--- src/design/cna_pkg.sv ---
`default_nettype none
package cna_pkg;

  // Parameter defaults
  localparam int DATA_WIDTH_DEF   = 16;
  localparam int CORDIC_STEPS_DEF = 16;

  // Fixed result format and fixed-point constants
  localparam int OUT_W        = 25;
  localparam int FRAC_W       = 8;
  localparam int CORDIC_FRAC  = 16;
  localparam int Q8_BIAS      = 255;
  localparam int DEG90_Q8     = 23040;
  localparam int ZW           = 24;
  localparam int ATAN_N       = 24;
  localparam int FRONT_STAGES = 3;

  typedef enum logic [2:0] {
    CMD_ADD  = 3'd0,
    CMD_MUL  = 3'd1,
    CMD_CONJ = 3'd2,
    CMD_MOD  = 3'd3,
    CMD_ARG  = 3'd4
  } cmd_e;

  // Control and finished simple results that ride along the cell row
  typedef struct packed {
    logic [2:0]       cmd;
    logic [OUT_W-1:0] res_re;
    logic [OUT_W-1:0] res_im;
    logic             re_zero;
    logic             im_pos;
    logic             im_neg;
  } ctl_t;

  // atan(2^-i) in degrees, Q.16, rounded to nearest
  function automatic logic [ZW-1:0] atan_deg(input logic [4:0] idx);
    logic [ZW-1:0] val;
    case (idx)
      5'd0:    val = 24'd2949120;
      5'd1:    val = 24'd1740967;
      5'd2:    val = 24'd919879;
      5'd3:    val = 24'd466945;
      5'd4:    val = 24'd234379;
      5'd5:    val = 24'd117304;
      5'd6:    val = 24'd58666;
      5'd7:    val = 24'd29335;
      5'd8:    val = 24'd14668;
      5'd9:    val = 24'd7334;
      5'd10:   val = 24'd3667;
      5'd11:   val = 24'd1833;
      5'd12:   val = 24'd917;
      5'd13:   val = 24'd458;
      5'd14:   val = 24'd229;
      5'd15:   val = 24'd115;
      5'd16:   val = 24'd57;
      5'd17:   val = 24'd29;
      5'd18:   val = 24'd14;
      5'd19:   val = 24'd7;
      5'd20:   val = 24'd4;
      5'd21:   val = 24'd2;
      5'd22:   val = 24'd1;
      default: val = 24'd0;
    endcase
    return val;
  endfunction

endpackage
`default_nettype wire

--- src/design/cna_out.sv ---
`default_nettype none
module cna_out #(
  parameter int DW = cna_pkg::DATA_WIDTH_DEF
) (
  input  wire                                  clk_i,
  input  wire                                  en_i,
  input  cna_pkg::ctl_t                        ctl_i,
  input  wire  signed [cna_pkg::ZW-1:0]        z_i,
  input  wire  [DW-1:0]                        root_i,
  output logic signed [cna_pkg::OUT_W-1:0]     res_re_o,
  output logic signed [cna_pkg::OUT_W-1:0]     res_im_o
);

  localparam int ZW = cna_pkg::ZW;
  localparam int FW = cna_pkg::FRAC_W;
  localparam int QW = ZW - FW;
  localparam int OW = cna_pkg::OUT_W;
  localparam logic signed [QW-1:0] D90 = QW'(cna_pkg::DEG90_Q8);

  logic signed [ZW-1:0] z_t;
  logic signed [QW-1:0] q, arg;
  logic [OW-1:0]        re_d, im_d;

  // Degrees Q.16 to Q.8, toward zero, then clamp to +-90; a zero real part gives +-90 or 0
  assign z_t = z_i + (z_i[ZW-1] ? ZW'(cna_pkg::Q8_BIAS) : ZW'(0));
  assign q   = z_t[ZW-1:FW];

  always_comb begin
    if (ctl_i.re_zero) begin
      if (ctl_i.im_pos) begin
        arg = D90;
      end else if (ctl_i.im_neg) begin
        arg = -D90;
      end else begin
        arg = '0;
      end
    end else if (q > D90) begin
      arg = D90;
    end else if (q < -D90) begin
      arg = -D90;
    end else begin
      arg = q;
    end
  end

  always_comb begin
    case (cna_pkg::cmd_e'(ctl_i.cmd))
      cna_pkg::CMD_ADD, cna_pkg::CMD_MUL, cna_pkg::CMD_CONJ: begin
        re_d = ctl_i.res_re;
        im_d = ctl_i.res_im;
      end
      cna_pkg::CMD_MOD: begin
        re_d = OW'(root_i);
        im_d = '0;
      end
      cna_pkg::CMD_ARG: begin
        re_d = OW'(arg);
        im_d = '0;
      end
      default: begin
        re_d = '0;
        im_d = '0;
      end
    endcase
  end

  always_ff @(posedge clk_i) begin
    if (en_i) begin
      res_re_o <= re_d;
      res_im_o <= im_d;
    end
  end

endmodule
`default_nettype wire

--- config.mk ---
export PLATFORM = sky130hd
export DESIGN_NAME = cna_out
export DESIGN_NICKNAME = d
export VERILOG_FILES = /design/src/design/cna_pkg.sv /design/src/design/cna_out.sv
export SDC_FILE = /design/constraint.sdc
export NUM_CORES = 1
export LEC_CHECK = 0
export ABC_AREA = 1
export BUFFER_PORTS_ARGS = -buffer_cell sky130_fd_sc_hd__buf_2
export CAP_MARGIN = 0
export CORE_MARGIN = 2
export CORE_UTILIZATION = 52
export CTS_BUF_LIST = sky130_fd_sc_hd__clkbuf_8
export DETAILED_ROUTE_END_ITERATION = 7
export GPL_TIMING_DRIVEN = 0
export PLACE_DENSITY = 0.88
export REMOVE_ABC_BUFFERS = 1
export SLEW_MARGIN = 20
export SYNTH_ARGS = -nofsm -noshare
export SYNTH_HDL_FRONTEND = slang
export SYNTH_SLANG_ARGS = --single-unit
--- constraint.sdc ---
create_clock -name clk_i -period 4.3 [get_ports clk_i]
set_clock_uncertainty 0.1 [all_clocks]
set_input_delay 0.43 -clock clk_i [delete_from_list [all_inputs] [get_ports clk_i]]
set_output_delay 0.43 -clock clk_i [all_outputs]
set_load 0.01 [all_outputs]
# [Word-level counts from Yosys, hierarchy flattened]
# Index checks and enable logic that the tools add are counted.
[classes] n_reduce_logical=2 order_cmp=2 n_mux=7 n_eq_ne=4 add_sub_neg=1
[ops] operator="$mux W16" n=5
[ops] operator="$pmux W25 S3" n=1
[ops] operator="$add A24 B9 Y24" n=1
[ops] operator="$gt A16 B16 Y1 const B" n=1
[ops] operator="$lt A16 B16 Y1 const B" n=1
[ops] operator="$mux W8" n=1
[ops] operator="$eq A3 B2 Y1 const B" n=2
[ops] operator="$eq A3 B1 Y1 const B" n=1
[ops] operator="$eq A3 B3 Y1 const B" n=1
[ops] operator="$logic_not A3 Y1" n=1
[ops] operator="$reduce_or A3 Y1" n=1
[totals] out_inout_bits=50 inputBits=98 word_cells=18 register_bits=50

# [Depth between registers and ports, before layout]
# Gate-level depths: netlist (run 1).
[logic_depth] depth_word=7 depth_mapped=21 depth_no_buf=21

# [Worst setup path after synthesis (run 1)]
# No wires, ideal clock.
[synth_timing] path_type="in2reg" from="input z_i[7] (netlist name)" to="register res_re_o[1] (netlist name) (data pin)" n_path_buf=0 path_slack_ns=1.436 required_time_ns=4.065 arrival_time_ns=2.629 stages=19 setup_ns=0.135 path_cell_list="ha_1 nand2_1 inv_1 nand2_1 nand2_1 inv_1 nand3_2 nand3_1 nand2_1 o21ai_0 o21ai_0 a21oi_1 inv_1 ha_1 nor2_1 inv_1 nor2_2 nand3_1 nand3_1"
[synth_via] elab_chain_cells=6 word_cells_on_any_way=7 classes_between="add/sub: 1; order compare: 2; mux: 4"
[synth_lines] item="start, declared" line_no="cna_out.sv:8" text="input wire signed [cna_pkg::ZW-1:0] z_i,"
[synth_lines] item="$add A24 B9 Y24 *" line_no="cna_out.sv:25" text="assign z_t = z_i + (z_i[ZW-1] ? ZW'(cna_pkg::Q8_BIAS) : ZW'(0));"
[synth_lines] item="$lt A16 B16 Y1" line_no="cna_out.sv:39" text="end else if (q < -D90) begin"
[synth_lines] item="$mux W16" line_no="cna_out.sv:39"
[synth_lines] item="$mux W16 *" line_no="cna_out.sv:37" text="end else if (q > D90) begin"
[synth_lines] item="$mux W16 *" line_no="cna_out.sv:29" text="if (ctl_i.re_zero) begin"
[synth_lines] item="$pmux W25 S3 *" line_no="cna_out.sv:47" text="case (cna_pkg::cmd_e'(ctl_i.cmd))"
[synth_lines] item="net re_d[1]" line_no="cna_out.sv:22" text="logic [OW-1:0] re_d, im_d;"
[synth_lines] item="end signal, assigned" line_no="cna_out.sv:69" text="res_re_o <= re_d;"
[synth_lines] item="end, declared" line_no="cna_out.sv:10" text="output logic signed [cna_pkg::OUT_W-1:0] res_re_o,"
# Mark *: on every way through the listed nets, which the timed path passes. The rest lies on a longest branch.
# A chain may end at the register's enable or synchronous reset.

# [Final worst setup path (run 1)]
[layout_timing] from="input z_i[23] (netlist name)" to="register res_re_o[1] (netlist name) (data pin)"
[layout_via] elab_chain_cells=7 word_cells_on_any_way=8 classes_between="add/sub: 1; order compare: 2; mux: 5"
[layout_lines] item="$mux W8" line_no="cna_out.sv:25"
[layout_lines] item="$add A24 B9 Y24 *" line_no="cna_out.sv:25"
[layout_lines] item="$lt A16 B16 Y1" line_no="cna_out.sv:39"
[layout_lines] item="$mux W16" line_no="cna_out.sv:39"
[layout_lines] item="$mux W16 *" line_no="cna_out.sv:37"
[layout_lines] item="$mux W16 *" line_no="cna_out.sv:29"
[layout_lines] item="$pmux W25 S3 *" line_no="cna_out.sv:47"
[layout_lines] item="net re_d[1]" line_no="cna_out.sv:22"
# Marks and branches as above.

==> summary.txt, run 1 <==
Setup path
  • Critical path buffers and inverters: 3
  • CP Capture Type: register
  • Crit-path most repeated cell: nand2_1
  • CP max-delay cell: ha_1
  • CP cell instances: buf_2 > ha_1 > nand2_1 > nor2_1 > nand3_1 > nand3_2 > nand2_1 > nand2_1 > nand2_1 > o21ai_0 > o21ai_0 > a21oi_1 > inv_1 > ha_1 > nor2_1 > inv_1 > nor2_2 > nand3_1 > nand3_1
  • Worst path arrival time: 3370 ps
  • CP max stage delay: 350 ps
  • Crit path required time: 4350 ps
  • Critical-path maximum fanout: 11
  • Delay-heaviest family, CP: simple AND/OR/NAND/NOR gates
  • CP Class: in -> reg
  • Setup crit start kind: input pin

Worst hold path
  • Hold path depth: 3
  • Worst hold path startpoint: ctl_i[48]
  • Endpoint, Worst Hold: res_re_o[20]
  • Min-delay worst type: in -> reg

Synthesis
  • Top-area cell type share of the netlist area: 43.7%
  • Post-synth top area cell: edfxtp_1
  • Largest cells by area after synthesis: edfxtp_1, nand2_1, inv_1
  • Synth Instances: 482
  • Simple-gate share of the synthesized area: 39.3%
  • Synth Area in Adders: 2.92%
  • Mapped cell area: 3430 µm²
  • Yosys Warn Count: 0
  • Largest family of logic cells by synthesized area: simple AND/OR/NAND/NOR gates
  • XOR/XNOR Fraction of Synth Area: 0%
  • Count of cell types in the netlist: 25
  • #FFs+latches synth: 50
  • Multiplexer share of the synthesized area: 0%
  • Mean post-synth cell area: 7.12 µm²
  • Seq/Total Area, Yosys: 43.7%
  • Compound-gate portion of the synthesized area: 3.76%

Pwr
  • Power, Total: 1210 µW
  • Leak: 0.00240 µW
  • Maximum vdd drop: 0.000247 V
  • Cell Pwr Density: 278 nW/µm²

Timing
  • Fin crit share: 77.2%
  • Fin crit period: 3320 ps
  • Slew Viols, Final: 0
  • Worst-Margin Slew: 1100 ps
  • Relative slew slack: 26.8%
  • Unrepaired setup endpoints after global routing: false
  • Fin Setup TNS: 0 ps
  • Fmax: 0.301 GHz
  • Fin. Hold Viols: 0
  • WHS: 315 ps
  • # setup viols final: 0

Die
  • I/O Pins: 148
  • Initial core utilization: 54.0%
  • Chip Height: 85.2 µm
  • Die area: 7270 µm²
  • Die width: 85.2 µm
  • Row Count: 29
  • Core box area: 6350 µm²

Place
  • Number of instances in the placed design: 701
  • Final HPWL from detailed placement: 7670 µm
  • IO buf count: 147
  • RePlAce Congestion: 0.969

Global routing
  • Vias in the first global route: 3,313
  • Largest net degree at the start of global routing: 51
  • Initial antenna violation count: 0
  • Overflow after GRT: 0
  • Global-route wire length before repair: 14,900 µm
  • Gr usage total: 25.1%

Final layout
  • Synth-to-layout area growth: 27.3%
  • Layout cells sized above 1: 29.3%
  • Non-filler instance count after layout: 709
  • Util after Layout: 68.8%
  • Nets@finish: 737
  • Diodes inserted: 0

Clocking
  • CTS tree: yes
  • Post-CTS sizing: 0
  • Total CTS buffers: 5
  • Root Buffer: clkbuf_8
  • Maximum root-to-sink buffer count: 2
  • Worst-path clk slew: 80 ps
  • Setup bufs post-CTS: 0
  • Clk sinks: 50
  • H-tree lvl count: 2
  • Number of hold buffers added after cts: 0

Drt
  • Routed length per instance: 13.3 µm
  • Ratio of routed vias to standard cells: 5.01
  • Total iterations of the first detailed-routing run: 5
  • Initial detailed-routing violation count: 163
  • Final wirelength: 9410 µm
  • Via count: 3,555
  • Routed Antenna Nets: 0
  • Remaining DRCs: 0

Status
  • Status: finished clean

Job
  • Max-cap viol count: 0
==> cells in the mapped netlist <==
library cell and number:
nand4_1 2, nor3_1 1, a21oi_2 1, clkbuf_1 5, nand2_1 175, nand3_4 1
o21ai_0 6, edfxtp_1 50, nand3_2 4, a21boi_2 1, inv_1 82, or2_1 1
nor2_4 2, nor3_2 1, and2_1 2, nand3b_1 5, nand2_2 7, buf_6 1
a21oi_1 7, nor2_1 63, nor2_2 6, ha_1 8, a22o_1 5, nand3_1 42
inv_2 4
==> cells by family (layout without fill, tap and decap cells) <==
group	after synthesis	count (layout)
adders and majority gates	8	8
DFF	50	50
and+or+nand+nor	312	312
AOI/OAI and AO/OA	20	20
buffers and inverters	92	242
==> worst max-delay path by stage <==
| stage | start | end | slack [ps] | depth (start not counted) |
|---|---|---|---|---|
| finish | z_i[23] | res_re_o[1] | 980 | 19 |
| global route | z_i[23] | res_re_o[8] | 610 | 19 |
| CTS | z_i[23] | res_re_o[8] | 980 | 19 |
| detailed placement | z_i[23] | res_re_o[8] | 670 | 19 |
| global placement | z_i[23] | res_re_o[8] | 820 | 19 |
| floorplan | z_i[7] | res_re_o[0] | 1430 | 19 |
==> through the flow <==
stage / area [µm²] / setup slack (ps)
finish: 4370 / 979
global route: 4370 / 607
CTS: 4370 / 980
detailed placement: 4250 / 672
global placement: 4230 / 822
floorplan: 3400 / 1430
==> where the power goes <==
group	internal [µW]	switching, µW
sequential	584	9.42
combinational	108	173
clock	177	164
total	869	346
==> placed cells by master (no fill, tap or decap), drive strengths merged <==
cell,instances
nand2,182
buf,148
inv,87
nor2,71
edfxtp,50
nand3,47
ha,8
a21oi,8
o21ai,6
nand3b,5
a22o,5
clkbuf,5
and2,2
nand4,2
nor3,2
or2,1
a21boi,1
clkinvlp,1
bufinv,1
==> final cells by class <==
class	instances	area [µm²]
fillers	527	1980
multi-input cells	340	1580
repair buffers	148	747
inverters	86	323
clock buffers	5	68.8
well taps	77	96.3
flip-flops and latches	50	1500
clock inverters	3	48.8
==> state kept, by name, indices dropped and copies added (netlist names) <==
name / cells
res_re_o: 25
res_im_o: 25
==> metal layers <==
| layer | vias to the layer above | track usage, % | routed length [µm] |
|---|---|---|---|
| met5 | - | 0 | 0 |
| met4 | 0 | 5.34 | 99 |
| met3 | 10 | 3.50 | 715 |
| met2 | 160 | 47.4 | 4850 |
| met1 | 1586 | 30.2 | 3750 |
| li1 | 1799 | - | - |
(Power assumes the default switching activity.)
==> run 2, diff against run 1 <==
--- a/config.mk
+++ b/config.mk
@@ -5,15 +5,15 @@
 export SDC_FILE = /design/constraint.sdc
 export NUM_CORES = 1
 export LEC_CHECK = 0
-export ABC_AREA = 1
+export ABC_AREA = 0
 export BUFFER_PORTS_ARGS = -buffer_cell sky130_fd_sc_hd__buf_2
 export CAP_MARGIN = 0
 export CORE_MARGIN = 2
-export CORE_UTILIZATION = 52
+export CORE_UTILIZATION = 43
 export CTS_BUF_LIST = sky130_fd_sc_hd__clkbuf_8
 export DETAILED_ROUTE_END_ITERATION = 7
 export GPL_TIMING_DRIVEN = 0
-export PLACE_DENSITY = 0.88
+export PLACE_DENSITY = 0.81
 export REMOVE_ABC_BUFFERS = 1
 export SLEW_MARGIN = 20
 export SYNTH_ARGS = -nofsm -noshare
==> constraint.sdc (replaced) <==
create_clock -name clk_i -period 2.7 [get_ports clk_i]
set_clock_uncertainty 0.1 [all_clocks]
set_input_delay 0.27 -clock clk_i [delete_from_list [all_inputs] [get_ports clk_i]]
set_output_delay 0.27 -clock clk_i [all_outputs]
set_load 0.01 [all_outputs]
==> summary.txt, run 2 <==
Synthesis
  • Synth cell count leaders: edfxtp_1, and2_1, nand2_1
  • Synth Instances: 276 (-43%)
  • Asr flop ratio synth: 0% (unchanged)
  • Count of cell types in the netlist: 56 (+120%)
  • Seq/Total Area, Yosys: 49.7% (+5.9 points)
  • Post-synth top area cell: edfxtp_1
  • Largest cells by area after synthesis: edfxtp_1, and2_1, ha_1
  • #FFs+latches synth: 50 (unchanged)
  • Yosys Warn Count: 0 (unchanged)
  • Top-count cell post-synth: edfxtp_1
  • Mapped cell area: 3020 µm² (-12%)
  • Top-area cell type share of the netlist area: 49.7% (+5.9 points)
  • Mean post-synth cell area: 11.0 µm² (+54%)
  • Top FF cell, synth: edfxtp_1
  • Post-synth EDFFs: 50 (unchanged)

Pwr
  • Cell Pwr Density: 407 nW/µm² (+46%)
  • Leak: 0.00185 µW (-23%)
  • P_sw: 514 µW (+49%)
  • Combinational share of power: 27.5% (+4.4 points)
  • Sequential Power Share: 50.5% (+1.6 points)
  • Power, Total: 1870 µW (+54%)
  • Sw frac: 27.5% (-0.93 points)
  • Clock share of power: 22.0% (-6.1 points)
  • Maximum vdd drop: 0.000209 V (-15%)
  • Int Pwr: 1350 µW (+56%)

Setup path
  • CP Launch Point: z_i[23]
  • CP max stage delay: 380 ps (+30 ps)
  • Critical path buffers and inverters: 2 (-1)
  • Critical Path Sink: res_re_o[11]
  • CP cell instances: buf_16 > ha_4 > a21oi_4 > a211o_4 > a2111o_1 > nand3b_1 > a22oi_1 > o21ai_2 > nand2b_4 > ha_4 > or3_4 > inv_2 > a222oi_1 > nand3b_1
  • CP Class: in -> reg
  • Critical-path maximum fanout: 5 (-6)
  • CP Capture Type: register
  • Delay-heaviest family, CP: compound AO/OA/AOI/OAI gates
  • CP max-delay cell: a211o_4
  • Crit path required time: 2630 ps (-1720 ps)
  • Critical path depth in cells: 14 (-5)
  • Worst path arrival time: 2860 ps (-510 ps)
  • Setup crit start kind: input pin

Status
  • Violated checks: setup timing
  • Status: finished, violations left

Drt
  • Remaining DRCs: 0 (unchanged)
  • Routed length per instance: 16.6 µm (+25%)
  • Initial detailed-routing violation count: 161 (-1.2%)
  • Total iterations of the first detailed-routing run: 5 (unchanged)
  • Via count: 2,958 (-17%)
  • Final wirelength: 8960 µm (-4.9%)
  • Routed Antenna Nets: 0 (unchanged)
  • Ratio of routed vias to standard cells: 5.47 (+9.0%)

Global routing
  • Overflow after GRT: 0 (unchanged)
  • Largest net degree at the start of global routing: 51 (unchanged)
  • Initial antenna violation count: 0 (unchanged)
  • Global-route wire length before repair: 13,800 µm (-7.1%)
  • Vias in the first global route: 2,864 (-14%)
  • Gr usage total: 22.8% (-2.4 points)

Final layout
  • Fillcell total: 492 (-6.6%)
  • Commonest non-fill, non-tap cells in the layout: buf_2, edfxtp_1, and2_1
  • Non-filler instance count after layout: 541 (-24%)
  • Footprint of the multi-input gates: 1830 µm² (+16%)
  • Util after Layout: 67.6% (-1.2 points)
  • Diodes inserted: 0 (unchanged)
  • Commonest non-fill, non-tap cell in the layout: buf_2
  • Layout cells sized above 1: 52.8% (+24 points)
  • Reg area: 1500 µm² (unchanged)
  • Largest registers: res_im_o (25), res_re_o (25)
  • Nets@finish: 551 (-25%)
  • Synth-to-layout area growth: 51.9%

Die
  • Row Count: 30 (+3.4%)
  • Initial core utilization: 44.5% (-9.6 points)
  • I/O Pins: 148 (unchanged)
  • Die area: 7720 µm² (+6.2%)
  • Core box area: 6790 µm² (+7.0%)
  • Chip Height: 87.8 µm (+3.1%)
  • Die width: 87.8 µm (+3.1%)

Job
  • Max-cap viol count: 0 (unchanged)

Timing
  • # setup viols final: 25 (+25)
  • Relative slew slack: 25.7% (-1.0 points)
  • Fin crit share: 108%
  • Worst-Margin Slew: 1110 ps (+11.6 ps)
  • Final setup margin: -226 ps (-1210 ps)
  • Unrepaired setup endpoints after global routing: true
  • Fmax: 0.342 GHz
  • Fin crit period: 2930 ps
  • Slew Viols, Final: 0 (unchanged)
  • Fin. Hold Viols: 0 (unchanged)

Clocking
  • H-tree lvl count: 2 (unchanged)
  • Clk sinks: 50 (unchanged)
  • CTS tree: yes
  • Worst-path clk slew: 90 ps (about the same)
  • Root Buffer: clkbuf_8
  • Total CTS buffers: 5 (unchanged)
  • Maximum root-to-sink buffer count: 2 (unchanged)

Place
  • IO buf count: 147 (unchanged)
  • Final HPWL from detailed placement: 6280 µm (-18%)
  • Number of instances in the placed design: 508 (-28%)
  • RePlAce Congestion: 0.921 (-5.0%)
  • Place WS: -1250 ps (-1920 ps)

Worst hold path
  • Min-delay worst type: in -> reg
run 2: cell types whose count changed in the layout (fill, tap and decap cells not counted), sizes merged, moves of 8 or more:
cell   delta
nor2     -56
nor3      +8
and2     +24
buf      +23
inv      -81
a21oi    +10
nand3    -41
a221o     +9
nand2   -156
xnor2    +11
run 2: through the flow:
step	cell area, µm²	hold WS (ps)	TNS (ps)
6_report	4590	147	-3560
4_1_cts	4460	147	-3900
3_5_place_dp	3830	450	-22420
5_1_grt	4590	149	-5520
2_1_floorplan	2940	282	-8770
3_3_place_gp	3800	446	-35110
run 2: power groups by stage:
stage / Clock (µW) / Combinational, µW / Sequential (µW)
6_report: 410 / 514 / 944
5_1_grt: 439 / 558 / 951
4_1_cts: 413 / 485 / 945
3_5_place_dp: 0 / 397 / 963
3_3_place_gp: 0 / 379 / 961
2_1_floorplan: 0 / 153 / 1000
run 2: worst min-delay path by stage:
stage | startpoint | end | depth (start not counted)
final | ctl_i[50] | res_re_o[22] | 3
after global routing | ctl_i[26] | res_im_o[23] | 2
after detailed placement | ctl_i[13] | res_im_o[10] | 2
after CTS | ctl_i[13] | res_im_o[10] | 2
after floorplan | en_i | res_im_o[0] | 0
after global placement | ctl_i[16] | res_im_o[13] | 2
run 2: cell type report:
| type | count | share of cell area, % |
|---|---|---|
| multi-input combinational | 210 | 39.9 |
| sequential | 50 | 32.7 |
| timing repair buffer | 172 | 22.5 |
| tap | 96 | 2.62 |
| clock buffer | 5 | 1.50 |
| inverter | 6 | 0.490 |
| clock inverter | 2 | 0.327 |
run 2: timing repair:
item | in CTS | in global routing
resized for setup | 67 | 11
setup endpoints to repair | 25 | 25
hold buffers | 0 | 0
setup buffers | 15 | 8
cloned | 3 | 1
pin swaps | 34 | 20
run 2: kinds of logic (layout without fill, tap and decap cells):
logic type / after synthesis / count (layout) / share of synthesized area, %
simple gates: 109 / 110 / 19.6
compound gates: 71 / 72 / 18.0
flops: 50 / 50 / 49.7
buf+inv: 18 / 185 / 3.48
xor+xnor: 17 / 17 / 4.93
fa+ha+maj: 8 / 8 / 3.31
mux: 3 / 3 / 1.03
run 2: routing by layer:
| layer | track usage (%) | up-vias | wire (µm) |
|---|---|---|---|
| met5 | 0 | - | 0 |
| met4 | 7.27 | 0 | 206 |
| li1 | - | 1403 | - |
| met3 | 5.18 | 19 | 752 |
| met1 | 25.1 | 1395 | 3300 |
| met2 | 43.0 | 141 | 4700 |
==> run 3, diff against run 2 <==
--- a/config.mk
+++ b/config.mk
@@ -13,7 +13,7 @@
 export CTS_BUF_LIST = sky130_fd_sc_hd__clkbuf_8
 export DETAILED_ROUTE_END_ITERATION = 7
 export GPL_TIMING_DRIVEN = 0
-export PLACE_DENSITY = 0.81
+export PLACE_DENSITY_LB_ADDON = 0.15
 export REMOVE_ABC_BUFFERS = 1
 export SLEW_MARGIN = 20
 export SYNTH_ARGS = -nofsm -noshare
==> summary.txt, run 3 (synthesized netlist as in run 2, its figures left out) <==
Global routing
  • Gr usage total: 21.9% (-0.85 points)
  • Vias in the first global route: 2,733 (-4.6%)
  • Largest net degree at the start of global routing: 51 (unchanged)
  • Global-route wire length before repair: 13,100 µm (-5.3%)
  • Initial antenna violation count: 0 (unchanged)
  • Overflow after GRT: 0 (unchanged)

Worst hold path
  • Min-delay worst type: in -> reg
  • Worst hold path startpoint: ctl_i[25]
  • Endpoint, Worst Hold: res_im_o[22]
  • Hold path depth: 2 (-1)

Place
  • IO buf count: 147 (unchanged)
  • Place WS: -1230 ps (+24.9 ps)
  • Number of instances in the placed design: 508 (unchanged)
  • Final HPWL from detailed placement: 5870 µm (-6.5%)
  • RePlAce Congestion: 0.894 (-2.9%)
  • Dpl cell area: 3830 µm² (unchanged)

Drt
  • Ratio of routed vias to standard cells: 5.43 (-0.70%)
  • Remaining DRCs: 0 (unchanged)
  • Routed Antenna Nets: 0 (unchanged)
  • Initial detailed-routing violation count: 141 (-12%)
  • Via count: 2,932 (-0.88%)
  • Total iterations of the first detailed-routing run: 5 (unchanged)
  • Routed length per instance: 16.5 µm (-0.27%)
  • Final wirelength: 8920 µm (-0.46%)

Job
  • Max-cap viol count: 0 (unchanged)

Setup path
  • CP max-delay cell: a211o_4
  • Crit path required time: 2630 ps (about the same)
  • CP cell instances: buf_16 > ha_4 > a21oi_4 > a211o_4 > a211oi_2 > xor2_1 > a22oi_2 > o21ai_2 > nand2b_4 > ha_4 > or3_4 > inv_2 > a222oi_1 > nand3b_1
  • Crit-path most repeated cell: ha_4
  • Worst path arrival time: 2980 ps (+120 ps)
  • CP max stage delay: 370 ps (about the same)
  • Critical-path maximum fanout: 5 (unchanged)
  • CP Class: in -> reg
  • Setup crit start kind: input pin
  • CP Capture Type: register

Final layout
  • Layout cells sized above 1: 52.9% (+0.12 points)
  • Commonest non-fill, non-tap cells in the layout: buf_2, edfxtp_1, and2_1
  • Nets@finish: 549 (-0.36%)
  • Non-filler instance count after layout: 540 (-0.18%)
  • Final instance area: 4570 µm² (-0.57%)
  • Diodes inserted: 0 (unchanged)
  • Util after Layout: 67.2% (-0.39 points)
  • Synth-to-layout area growth: 51.0%
  • Largest registers: res_im_o (25), res_re_o (25)
  • Commonest non-fill, non-tap cell in the layout: buf_2

Pwr
  • Leak: 0.00184 µW (-0.86%)
  • Cell Pwr Density: 410 nW/µm² (+0.67%)
  • Sw frac: 28.0% (+0.42 points)
  • P_sw: 523 µW (+1.6%)
  • Clock share of power: 22.3% (+0.3 points)
  • Combinational share of power: 27.2% (-0.3 points)
  • Int Pwr: 1350 µW (-0.49%)
  • Sequential Power Share: 50.5% (about the same)
  • Maximum vdd drop: 0.000220 V (+5.2%)

Die
  • Row Count: 30 (unchanged)
  • Die width: 87.8 µm (unchanged)
  • Chip Height: 87.8 µm (unchanged)
  • Die area: 7720 µm² (unchanged)
  • Initial core utilization: 44.5% (unchanged)
  • Core box area: 6790 µm² (unchanged)
  • I/O Pins: 148 (unchanged)

Clocking
  • Maximum root-to-sink buffer count: 2 (unchanged)
  • Root Buffer: clkbuf_8
  • H-tree lvl count: 2 (unchanged)
  • Number of hold buffers added after cts: 0 (unchanged)
  • CTS tree: yes
  • Clk sinks: 50 (unchanged)
  • Total CTS buffers: 5 (unchanged)
  • Worst-path clk slew: 90 ps (about the same)

Timing
  • Fin. Hold Viols: 0 (unchanged)
  • Worst-Margin Slew: 765 ps (-346 ps)
  • Unrepaired setup endpoints after global routing: true
  • Final setup margin: -344 ps (-118 ps)
  • Fin crit share: 113% (+4.4 points)
  • Fin crit period: 3040 ps (+118 ps)
  • Relative slew slack: 48.8% (+23 points)
  • Slew Viols, Final: 0 (unchanged)
  • # setup viols final: 25 (unchanged)
  • Fmax: 0.328 GHz (-3.9%)

Status
  • Violated checks: setup timing
  • Status: finished, violations left
run 3: cell count changes in the layout (fill, tap and decap cells not counted), sizes merged:
cell      previous run  this run
buf                171       169
clkinv               0         2
clkinvlp             2         1
run 3: cell type report:
cell class,instances,area (µm²)
Fill cell,541,2230
Multi-Input combinational cell,210,1810
Sequential cell,50,1500
Timing Repair Buffer,170,1030
Tap cell,96,120
Clock buffer,5,68.8
Inverter,6,22.5
Clock inverter,3,16.3
run 3: routing by layer:
layer	wire, µm	part of all wire, %	track usage [%]
met5	0	0	0
met4	120	1.3	5.73
met2	4600	52	39.9
met3	691	7.8	3.02
met1	3500	39	27.2
run 3: worst max path at each step:
stage	from	end	slack, ps
global placement	z_i[23]	res_re_o[1]	-1190
global route	z_i[23]	res_re_o[11]	-410
finish	z_i[23]	res_re_o[11]	-340
CTS	z_i[23]	res_re_o[6]	-250
detailed placement	z_i[23]	res_re_o[7]	-1230
floorplan	z_i[6]	res_re_o[0]	-580
run 3: critical path: cells and delay by family:
family	cells	cell delay, ps
xor gates and xnor gates	1	340
buffers and inverters	2	150
adders and majority gates	2	600
AOI/OAI and AO/OA	6	1250
and+or+nand+nor	3	360
run 3: timing repair:
action / 4_1_cts / 5_1_grt
gates resized for setup: 67 / 11
endpoints found under the hold margin: 0 / 0
buffers inserted: 19 / 4
cloned: 3 / 1
setup endpoints to repair: 25 / 25
pin swaps: 33 / 13
run 3: through the flow:
| stage | hold WS [ps] | setup TNS (ps) | total power, µW |
|---|---|---|---|
| final | 146 | -5960 | 1870 |
| after global routing | 145 | -8200 | 1950 |
| after CTS | 138 | -4340 | 1860 |
| after detailed placement | 450 | -23270 | 1360 |
| after global placement | 446 | -43520 | 1340 |
| after floorplan | 282 | -8770 | 1160 |
run 3: power groups by stage:
stage               sequential, µW  combinational [µW]  clock (µW)
floorplan                     1000                 153           0
global placement               961                 384           0
detailed placement             963                 397           0
CTS                            946                 487         427
global route                   952                 551         453
finish                         944                 509         417
